## src/sv/shabh_pkg.sv

```systemverilog
// Shared types, constants and round functions for the SHA-256 byte hasher.
package shabh_pkg;

    typedef logic [31:0] t_word;

    typedef enum logic [6:0] {
        ST_IDLE  = 7'b0000001,
        ST_PAD   = 7'b0000010,
        ST_LOAD  = 7'b0000100,
        ST_ROUND = 7'b0001000,
        ST_FOLD  = 7'b0010000,
        ST_ORD   = 7'b0100000,
        ST_OWR   = 7'b1000000
    } t_state;

    localparam logic ACT_ABSORB = 1'b0;
    localparam logic ACT_FINISH = 1'b1;

    localparam logic [7:0] PAD_MARK = 8'h80;
    localparam logic [5:0] LEN_START = 6'd56;
    localparam logic [5:0] LAST_BYTE = 6'd63;
    localparam logic [63:0] BLOCK_BITS = 64'd512;

    localparam t_word ROUND_K [64] = '{
        32'h428a2f98, 32'h71374491, 32'hb5c0fbcf, 32'he9b5dba5,
        32'h3956c25b, 32'h59f111f1, 32'h923f82a4, 32'hab1c5ed5,
        32'hd807aa98, 32'h12835b01, 32'h243185be, 32'h550c7dc3,
        32'h72be5d74, 32'h80deb1fe, 32'h9bdc06a7, 32'hc19bf174,
        32'he49b69c1, 32'hefbe4786, 32'h0fc19dc6, 32'h240ca1cc,
        32'h2de92c6f, 32'h4a7484aa, 32'h5cb0a9dc, 32'h76f988da,
        32'h983e5152, 32'ha831c66d, 32'hb00327c8, 32'hbf597fc7,
        32'hc6e00bf3, 32'hd5a79147, 32'h06ca6351, 32'h14292967,
        32'h27b70a85, 32'h2e1b2138, 32'h4d2c6dfc, 32'h53380d13,
        32'h650a7354, 32'h766a0abb, 32'h81c2c92e, 32'h92722c85,
        32'ha2bfe8a1, 32'ha81a664b, 32'hc24b8b70, 32'hc76c51a3,
        32'hd192e819, 32'hd6990624, 32'hf40e3585, 32'h106aa070,
        32'h19a4c116, 32'h1e376c08, 32'h2748774c, 32'h34b0bcb5,
        32'h391c0cb3, 32'h4ed8aa4a, 32'h5b9cca4f, 32'h682e6ff3,
        32'h748f82ee, 32'h78a5636f, 32'h84c87814, 32'h8cc70208,
        32'h90befffa, 32'ha4506ceb, 32'hbef9a3f7, 32'hc67178f2
    };

    localparam t_word INIT_H [8] = '{
        32'h6a09e667, 32'hbb67ae85, 32'h3c6ef372, 32'ha54ff53a,
        32'h510e527f, 32'h9b05688c, 32'h1f83d9ab, 32'h5be0cd19
    };

    function automatic t_word ror(input t_word v, input int n);
        ror = (v >> n) | (v << (32 - n));
    endfunction

endpackage

```

## src/sv/shabh_round.sv

```systemverilog
// One SHA-256 round and one message schedule step.
module shabh_round (
    input  shabh_pkg::t_word i_v [8],
    input  shabh_pkg::t_word i_w [16],
    input  shabh_pkg::t_word i_k,
    output shabh_pkg::t_word o_v [8],
    output shabh_pkg::t_word o_w_new
);
    shabh_pkg::t_word big0, big1, ch, maj, t1, sig0, sig1;

    // Compression round on the working words
    always_comb begin
        big1 = shabh_pkg::ror(i_v[4], 6) ^ shabh_pkg::ror(i_v[4], 11)
             ^ shabh_pkg::ror(i_v[4], 25);
        ch   = (i_v[4] & i_v[5]) ^ (~i_v[4] & i_v[6]);
        t1   = i_v[7] + big1 + ch + i_k + i_w[0];
        big0 = shabh_pkg::ror(i_v[0], 2) ^ shabh_pkg::ror(i_v[0], 13)
             ^ shabh_pkg::ror(i_v[0], 22);
        maj  = (i_v[0] & i_v[1]) ^ (i_v[0] & i_v[2]) ^ (i_v[1] & i_v[2]);
        o_v[7] = i_v[6];
        o_v[6] = i_v[5];
        o_v[5] = i_v[4];
        o_v[4] = i_v[3] + t1;
        o_v[3] = i_v[2];
        o_v[2] = i_v[1];
        o_v[1] = i_v[0];
        o_v[0] = t1 + big0 + maj;
    end

    // Next schedule word from the sixteen-word window
    always_comb begin
        sig0 = shabh_pkg::ror(i_w[1], 7) ^ shabh_pkg::ror(i_w[1], 18) ^ (i_w[1] >> 3);
        sig1 = shabh_pkg::ror(i_w[14], 17) ^ shabh_pkg::ror(i_w[14], 19)
             ^ (i_w[14] >> 10);
        o_w_new = i_w[0] + sig0 + i_w[9] + sig1;
    end
endmodule

```

## src/sv/sha256_byte_hasher_top.sv

```systemverilog
// SHA-256 byte hasher: block buffer and chaining state in memories.
// Input channel: i_valid / o_stall carries i_action and i_data_byte. An
// absorb word writes one byte into the block buffer. Every 64th byte
// starts a compression: the schedule window and the chaining words are
// loaded, the rounds run on the single round unit and the result is
// folded back into the chaining memory. Input stalls until it is done.
// A finish word writes the padding one byte per cycle (two blocks when
// more than 55 bytes are buffered), compresses, then reads out the
// digest: eight words on o_valid / i_stall, word 0 first, o_last_word
// on word 7, each word read from the chaining memory before the output
// register takes it; input stalls during the read-out.
// A stalled output word holds; the output register lets the next input
// word be taken while the last digest word still waits.
// Reset (synchronous, active low) restores the initial hash values via
// per-entry valid bits, clears the byte and bit counts; no clearing pass.
module sha256_byte_hasher_top (
    input  logic        i_clk,
    input  logic        i_rst_n,
    input  logic        i_valid,
    output logic        o_stall,
    input  logic        i_action,
    input  logic [7:0]  i_data_byte,
    output logic        o_valid,
    input  logic        i_stall,
    output logic [31:0] o_digest_word,
    output logic [2:0]  o_word_index,
    output logic        o_last_word
);
    shabh_pkg::t_state r_state;
    logic [5:0]  r_fill;
    logic [63:0] r_bits;
    logic [63:0] r_total;
    logic [5:0]  r_pidx;
    logic        r_put80;
    logic        r_extra;
    logic        r_fin;
    logic [6:0]  r_cnt;
    logic [2:0]  r_oidx;

    shabh_pkg::t_word r_v [8];
    shabh_pkg::t_word r_w [16];
    shabh_pkg::t_word n_v [8];
    shabh_pkg::t_word w_new;

    // Memories
    shabh_pkg::t_word r_buf [16];
    shabh_pkg::t_word r_hmem [8];
    logic [7:0]       r_hval;
    shabh_pkg::t_word r_buf_rd;
    shabh_pkg::t_word r_h_rd;
    logic             r_h_rv;
    logic [2:0]       r_h_ra;

    logic       in_acc;
    logic       buf_we;
    logic [5:0] buf_wi;
    logic [7:0] buf_wb;
    logic [3:0] buf_ra;
    logic [2:0] h_ra;
    logic       h_we;
    logic [2:0] h_wa;
    shabh_pkg::t_word h_word;
    shabh_pkg::t_word h_wd;
    logic [2:0] len_k;
    logic       out_free;

    assign in_acc   = i_valid && !o_stall;
    assign o_stall  = (r_state != shabh_pkg::ST_IDLE);
    assign out_free = !o_valid || !i_stall;
    assign h_word   = r_h_rv ? r_h_rd : shabh_pkg::INIT_H[r_h_ra];
    assign len_k    = ~r_pidx[2:0];

    // Byte write into the block buffer
    always_comb begin
        buf_we = 1'b0;
        buf_wi = r_pidx;
        buf_wb = 8'h00;
        if (r_state == shabh_pkg::ST_IDLE) begin
            buf_we = in_acc && (i_action == shabh_pkg::ACT_ABSORB);
            buf_wi = r_fill;
            buf_wb = i_data_byte;
        end else if (r_state == shabh_pkg::ST_PAD) begin
            buf_we = 1'b1;
            if (r_put80) begin
                buf_wb = shabh_pkg::PAD_MARK;
            end else if (!r_extra && r_pidx >= shabh_pkg::LEN_START) begin
                buf_wb = r_total[{len_k, 3'b000} +: 8];
            end
        end
    end

    // Read addresses and chaining write-back
    always_comb begin
        buf_ra = r_cnt[3:0];
        h_ra   = (r_state == shabh_pkg::ST_ORD || r_state == shabh_pkg::ST_OWR)
               ? r_oidx : r_cnt[2:0];
        h_we   = (r_state == shabh_pkg::ST_FOLD) && (r_cnt != 7'd0);
        h_wa   = 3'(r_cnt - 7'd1);
        h_wd   = h_word + r_v[h_wa];
    end

    always_ff @(posedge i_clk) begin
        if (buf_we) begin
            r_buf[buf_wi[5:2]][{~buf_wi[1:0], 3'b000} +: 8] <= buf_wb;
        end
        r_buf_rd <= r_buf[buf_ra];
    end

    always_ff @(posedge i_clk) begin
        if (h_we) begin
            r_hmem[h_wa] <= h_wd;
        end
        r_h_rd <= r_hmem[h_ra];
        r_h_ra <= h_ra;
        r_h_rv <= r_hval[h_ra];
    end

    shabh_round u_round (
        .i_v     (r_v),
        .i_w     (r_w),
        .i_k     (shabh_pkg::ROUND_K[r_cnt[5:0]]),
        .o_v     (n_v),
        .o_w_new (w_new)
    );

    // Datapath registers: working words and schedule window
    always_ff @(posedge i_clk) begin
        if (r_state == shabh_pkg::ST_LOAD && r_cnt != 7'd0) begin
            for (int i = 0; i < 15; i++) r_w[i] <= r_w[i+1];
            r_w[15] <= r_buf_rd;
            if (r_cnt <= 7'd8) begin
                for (int i = 0; i < 7; i++) r_v[i] <= r_v[i+1];
                r_v[7] <= h_word;
            end
        end else if (r_state == shabh_pkg::ST_ROUND) begin
            r_v <= n_v;
            for (int i = 0; i < 15; i++) r_w[i] <= r_w[i+1];
            r_w[15] <= w_new;
        end
    end

    // Control sequencer
    always_ff @(posedge i_clk) begin
        if (!i_rst_n) begin
            r_state <= shabh_pkg::ST_IDLE;
            r_fill  <= '0;
            r_bits  <= '0;
            r_hval  <= '0;
            r_cnt   <= '0;
            r_oidx  <= '0;
            r_put80 <= 1'b0;
            r_extra <= 1'b0;
            r_fin   <= 1'b0;
            o_valid <= 1'b0;
        end else begin
            // Drop a taken word unless the read-out stage replaces it
            if (o_valid && !i_stall && r_state != shabh_pkg::ST_OWR) o_valid <= 1'b0;
            if (h_we) r_hval[h_wa] <= 1'b1;
            unique case (r_state)
                shabh_pkg::ST_IDLE: begin
                    if (in_acc) begin
                        if (i_action == shabh_pkg::ACT_ABSORB) begin
                            r_fill <= r_fill + 6'd1;
                            if (r_fill == shabh_pkg::LAST_BYTE) begin
                                r_fin   <= 1'b0;
                                r_cnt   <= '0;
                                r_state <= shabh_pkg::ST_LOAD;
                            end
                        end else begin
                            r_total <= r_bits + {55'd0, r_fill, 3'b000};
                            r_pidx  <= r_fill;
                            r_put80 <= 1'b1;
                            r_extra <= (r_fill >= shabh_pkg::LEN_START);
                            r_fin   <= 1'b1;
                            r_state <= shabh_pkg::ST_PAD;
                        end
                    end
                end
                shabh_pkg::ST_PAD: begin
                    r_put80 <= 1'b0;
                    r_pidx  <= r_pidx + 6'd1;
                    if (r_pidx == shabh_pkg::LAST_BYTE) begin
                        r_cnt   <= '0;
                        r_state <= shabh_pkg::ST_LOAD;
                    end
                end
                shabh_pkg::ST_LOAD: begin
                    if (r_cnt == 7'd16) begin
                        r_cnt   <= '0;
                        r_state <= shabh_pkg::ST_ROUND;
                    end else begin
                        r_cnt <= r_cnt + 7'd1;
                    end
                end
                shabh_pkg::ST_ROUND: begin
                    if (r_cnt == 7'd63) begin
                        r_cnt   <= '0;
                        r_state <= shabh_pkg::ST_FOLD;
                    end else begin
                        r_cnt <= r_cnt + 7'd1;
                    end
                end
                shabh_pkg::ST_FOLD: begin
                    if (r_cnt == 7'd8) begin
                        r_cnt <= '0;
                        if (!r_fin) begin
                            r_bits  <= r_bits + shabh_pkg::BLOCK_BITS;
                            r_state <= shabh_pkg::ST_IDLE;
                        end else if (r_extra) begin
                            r_extra <= 1'b0;
                            r_pidx  <= '0;
                            r_state <= shabh_pkg::ST_PAD;
                        end else begin
                            r_oidx  <= '0;
                            r_state <= shabh_pkg::ST_ORD;
                        end
                    end else begin
                        r_cnt <= r_cnt + 7'd1;
                    end
                end
                shabh_pkg::ST_ORD: begin
                    r_state <= shabh_pkg::ST_OWR;
                end
                shabh_pkg::ST_OWR: begin
                    if (out_free) begin
                        o_valid       <= 1'b1;
                        o_digest_word <= h_word;
                        o_word_index  <= r_oidx;
                        o_last_word   <= (r_oidx == 3'd7);
                        r_oidx        <= r_oidx + 3'd1;
                        if (r_oidx == 3'd7) begin
                            r_hval  <= '0;
                            r_fill  <= '0;
                            r_bits  <= '0;
                            r_state <= shabh_pkg::ST_IDLE;
                        end else begin
                            r_state <= shabh_pkg::ST_ORD;
                        end
                    end
                end
                default: r_state <= shabh_pkg::ST_IDLE;
            endcase
        end
    end
endmodule

```

## config.mk

```make
export PLATFORM = sky130hd
export DESIGN_NAME = sha256_byte_hasher_top
export DESIGN_NICKNAME = d
export VERILOG_FILES = /design/src/sv/shabh_pkg.sv /design/src/sv/shabh_round.sv /design/src/sv/sha256_byte_hasher_top.sv
export SDC_FILE = /design/constraint.sdc
export NUM_CORES = 2
export LEC_CHECK = 0
export ABC_CLOCK_PERIOD_IN_PS = 22000
export BUFFER_PORTS_ARGS = -buffer_cell sky130_fd_sc_hd__buf_2
export CAP_MARGIN = 20
export CELL_PAD_IN_SITES_DETAIL_PLACEMENT = 2
export CELL_PAD_IN_SITES_GLOBAL_PLACEMENT = 2
export CORE_ASPECT_RATIO = 1.4
export CORE_MARGIN = 4
export CORE_UTILIZATION = 42
export CTS_CLUSTER_DIAMETER = 120
export DETAILED_ROUTE_END_ITERATION = 10
export PLACE_DENSITY = 0.83
export SLEW_MARGIN = 20
export SYNTH_ARGS = -nofsm -noshare
export SYNTH_HDL_FRONTEND = slang
export SYNTH_HIERARCHICAL = 1
export SYNTH_SLANG_ARGS = --single-unit
export TNS_END_PERCENT = 20
```

## constraint.sdc

```tcl
create_clock -name i_clk -period 22 [get_ports i_clk]
set_input_delay 4.4 -clock i_clk [delete_from_list [all_inputs] [get_ports i_clk]]
set_output_delay 4.4 -clock i_clk [all_outputs]
set_load 0.05 [all_outputs]
```

==> results.py <==
metrics = {
    "run_status": {
        "status": "finished clean",
    },
    "power_and_ir_drop": {
        "peakVddDrop_uv": 113,
        "leakage_nw": 33.8,
        "powerDensity_nw_per_um2": 121,
        "power_mw": 11.6,
    },
    "timing": {
        "worst_slew_pin_slew_ns": 1.31,
        "fin_crit_sh_pct": 48.2,
        "drv_slew": 0,
        "hold_viol": 0,
        "timing.fmax_ghz": 0.0942,
        "rsz0062_at_grt": "no",
        "hold_slack_ns": 0.382,
        "period_minus_slack_ns": 10.61,
        "final.setup_skew_ns": 0.0712,
        "setup_tns_ns": 0,
        "setup_viol": 0,
        "setup_slack_ns": 11.39,
        "relSlewSlack_pct": 11.5,
    },
    "cts": {
        "numClockSinks": 1797,
        "clockBufferDepth": 4,
        "cts_tree": "yes",
        "cts_root_buf": "clkbuf_16",
        "cts_buffers": 188,
        "path_clk_slew_ns": 0.07,
        "ctsHoldBuffers": 0,
        "post-cts-setup-buffers": 0,
        "htree_levels": 4,
        "clk_latency_ns": 0.87,
        "cts_resized": 0,
    },
    "setup_path": {
        "end_kind": "flip-flop",
        "crit_start": "r_cnt[0]$_SDFFE_PN0P_",
        "critPathArrivalTime_ns": 11.18,
        "crit_type": "flip-flop to flip-flop",
        "crit_fanout": 43,
        "cp-start-kind": "flip-flop",
        "max_stage_delay_ns": 0.74,
        "worst_ep_required_time_ns": 22.57,
        "reg2reg_from": "r_cnt[0]$_SDFFE_PN0P_",
        "slowest_stage": "nor2b_1",
        "r2r_slack_ns": 11.39,
        "r2r_end": "r_v[255]$_DFFE_PP_",
        "reg2reg_depth": 36,
    },
    "synthesis": {
        "syn_nets": 6840,
        "synth_seq_cells": 1797,
        "yosys_warnings": 6,
        "synth_area_um2": 87900,
        "yosysSeqAreaShare_pct": 59.6,
        "synthTopCellsByArea": "edfxtp_1, mux4_2, fa_1",
        "synth_top_area_share_pct": 56.0,
        "synth_top_cell_by_area": "edfxtp_1",
        "synth_edf_count": 1639,
        "syn_avg_cell_area_um2": 13.6,
        "synthCells": 6445,
        "async_flop_share_pct": 0,
        "yosys.cell_types.count": 99,
        "synth_flop_cell": "edfxtp_1",
    },
    "cells_and_area": {
        "nets": 6670,
        "layout.cells.non_filler": 9118,
        "regArea_um2": 52400,
        "drive_gt1_share_pct": 16.3,
        "syn2layout_area_growth_pct": 9.54,
        "final_core_util_pct": 46.3,
        "multi_input_area_um2": 31400,
        "final_area_um2": 96300,
        "fillers": 19700,
    },
    "grt": {
        "grt-ovfl-total": 0,
        "grt_pass1_vias": 62100,
        "grt_start_max_net_pins": 178,
        "grt_pass1_wl_um": 456000,
        "grt_usage_pct": 28.7,
        "antenna_found_initial": 8,
    },
    "drt": {
        "wirelength_um": 317000,
        "first_pass_iters": 5,
        "drc": 0,
        "vias": 56100,
        "postRouteAntennaNets": 0,
        "drt-vias-per-instance": 6.16,
        "wl_per_cell_um": 34.8,
        "drt_iter0_markers": 5580,
    },
    "placed_design": {
        "place_area_um2": 89900,
        "place_hpwl_um": 221000,
        "gp_congestion": 0.943,
        "dpl.cell_count": 8782,
        "io_buffers": 50,
        "place_ws_ns": 11.56,
    },
    "floorplan": {
        "die_area_um2": 217000,
        "coreArea_um2": 208000,
        "rows": 198,
        "dieWidth_um": 395,
        "initial_utilization_pct": 42.2,
        "ioPinCount": 51,
        "fp.dieH_um": 549,
    },
    "run": {
        "cap_violations": 0,
    },
    "hold_path": {
        "min_path_type": "flip-flop to flip-flop",
        "hold_path_end": "r_w[461]$_DFFE_PP_",
        "hold_depth": 0,
        "hold_start": "r_w[429]$_DFFE_PP_",
    },
}
-- registers in the layout, indices dropped and copies added, names as in the netlist, 3 cells and up --
register,flops
o_digest_word,32
o_word_index,3
r_bits,55
r_buf,512
r_buf_rd,32
r_cnt,7
r_fill,6
r_h_ra,3
r_h_rd,32
r_hmem,256
r_hval,8
r_oidx,3
r_pidx,6
r_state,7
r_total,61
r_v,256
r_w,512
-- routing by layer --
metal	global-route usage (%)	share of wire, %	up-vias
met1	31.2	35	29700
met5	0	0.0085	-
met3	4.05	5.0	927
li1	-	-	23200
met4	19.7	8.2	4
met2	51.7	52	2336
-- critical path, delay by kind of cell, from the launching register on --
kind,cells,cell delay (ns)
AOI/OAI and AO/OA,13,2.89
xor gates and xnor gates,1,0.14
adders and majority gates,8,3.53
buffers and inverters,6,0.98
DFF,1,0.71
muxes,1,0.27
and+or+nand+nor,7,1.78
-- cell usage in the layout (no fill, tap or decap), types with 22 or more instances in the layout --
master / Yosys / layout
a211oi_1: 35 / 35
a21o_1: 89 / 89
a21oi_1: 243 / 243
a22oi_1: 138 / 138
a31oi_1: 44 / 44
a32oi_1: 34 / 34
and3_1: 58 / 56
buf_2: 56 / 51
buf_4: 193 / 122
bufinv_16: 0 / 24
clkbuf_1: 259 / 33
clkbuf_16: 0 / 191
clkinv_1: 5 / 27
clkinv_2: 0 / 22
dfxtp_1: 158 / 151
edfxtp_1: 1639 / 1639
fa_1: 188 / 188
ha_1: 194 / 194
inv_1: 400 / 400
mux2_2: 304 / 304
mux2i_1: 71 / 70
mux4_2: 178 / 178
nand2_1: 420 / 417
nand2b_1: 36 / 36
nand3_1: 152 / 152
nand4_1: 76 / 76
nor2_1: 334 / 298
nor2_2: 0 / 28
nor2b_1: 32 / 32
nor3_1: 94 / 88
o21ai_0: 182 / 172
o21ai_1: 23 / 26
or3_1: 22 / 22
xnor2_1: 300 / 300
xor2_1: 154 / 154
-- cells in the mapped netlist (22+ instances only) --
master	instances
a211oi_1	35
edfxtp_1	1639
inv_1	400
a21oi_1	243
nand4_1	76
dfxtp_1	158
mux4_2	178
nand3_1	152
o21ai_1	23
nor3_1	94
and3_1	58
nor2b_1	32
nor2_1	334
a32oi_1	34
mux2_2	304
fa_1	188
a31oi_1	44
o21ai_0	182
xor2_1	154
buf_2	56
xnor2_1	300
buf_4	193
a21o_1	89
or3_1	22
buf_1	32
nand2_1	420
mux2i_1	71
clkbuf_1	259
a22oi_1	138
nand2b_1	36
ha_1	194
-- kinds of logic (layout without fill, tap and decap cells) --
kind of cell | count (synthesis) | count (layout) | synth area share (%)
buffers and inverters | 948 | 917 | 4.96
and+or+nand+nor | 1309 | 1309 | 6.96
other | 0 | 4 | 0
AOI/OAI and AO/OA | 980 | 980 | 7.38
xor gates and xnor gates | 455 | 455 | 4.54
muxes | 553 | 553 | 9.27
adders and majority gates | 403 | 403 | 7.28
DFF | 1797 | 1797 | 59.6
-- final cells by class --
cell class / instances / share of cell area, %
Inverter: 407 / 1.59
Multi-Input combinational cell: 3700 / 32.6
Clock buffer: 244 / 5.38
Sequential cell: 1797 / 54.4
Tap cell: 2700 / 3.51
Antenna cell: 4 / 0.0104
Clock inverter: 85 / 1.14
Timing Repair Buffer: 181 / 1.31
-- power breakdown --
group          internal, mW  switching, mW
clock network          1.94           1.41
registers              4.13         0.0620
logic                  1.50           2.58
total                  7.57           4.05
-- worst max path at each step --
stage                                     to  slack [ns]  cells past startpoint
after floorplan             r_v[0]$_DFFE_PP_        0.78                     10
after CTS                 r_v[255]$_DFFE_PP_       11.53                     36
after global placement    r_v[255]$_DFFE_PP_       11.73                     35
final                     r_v[255]$_DFFE_PP_       11.39                     36
after detailed placement  r_v[255]$_DFFE_PP_       11.56                     36
after global routing      r_v[255]$_DFFE_PP_       10.85                     36
No activity file was read; power rests on OpenSTA's default activity.
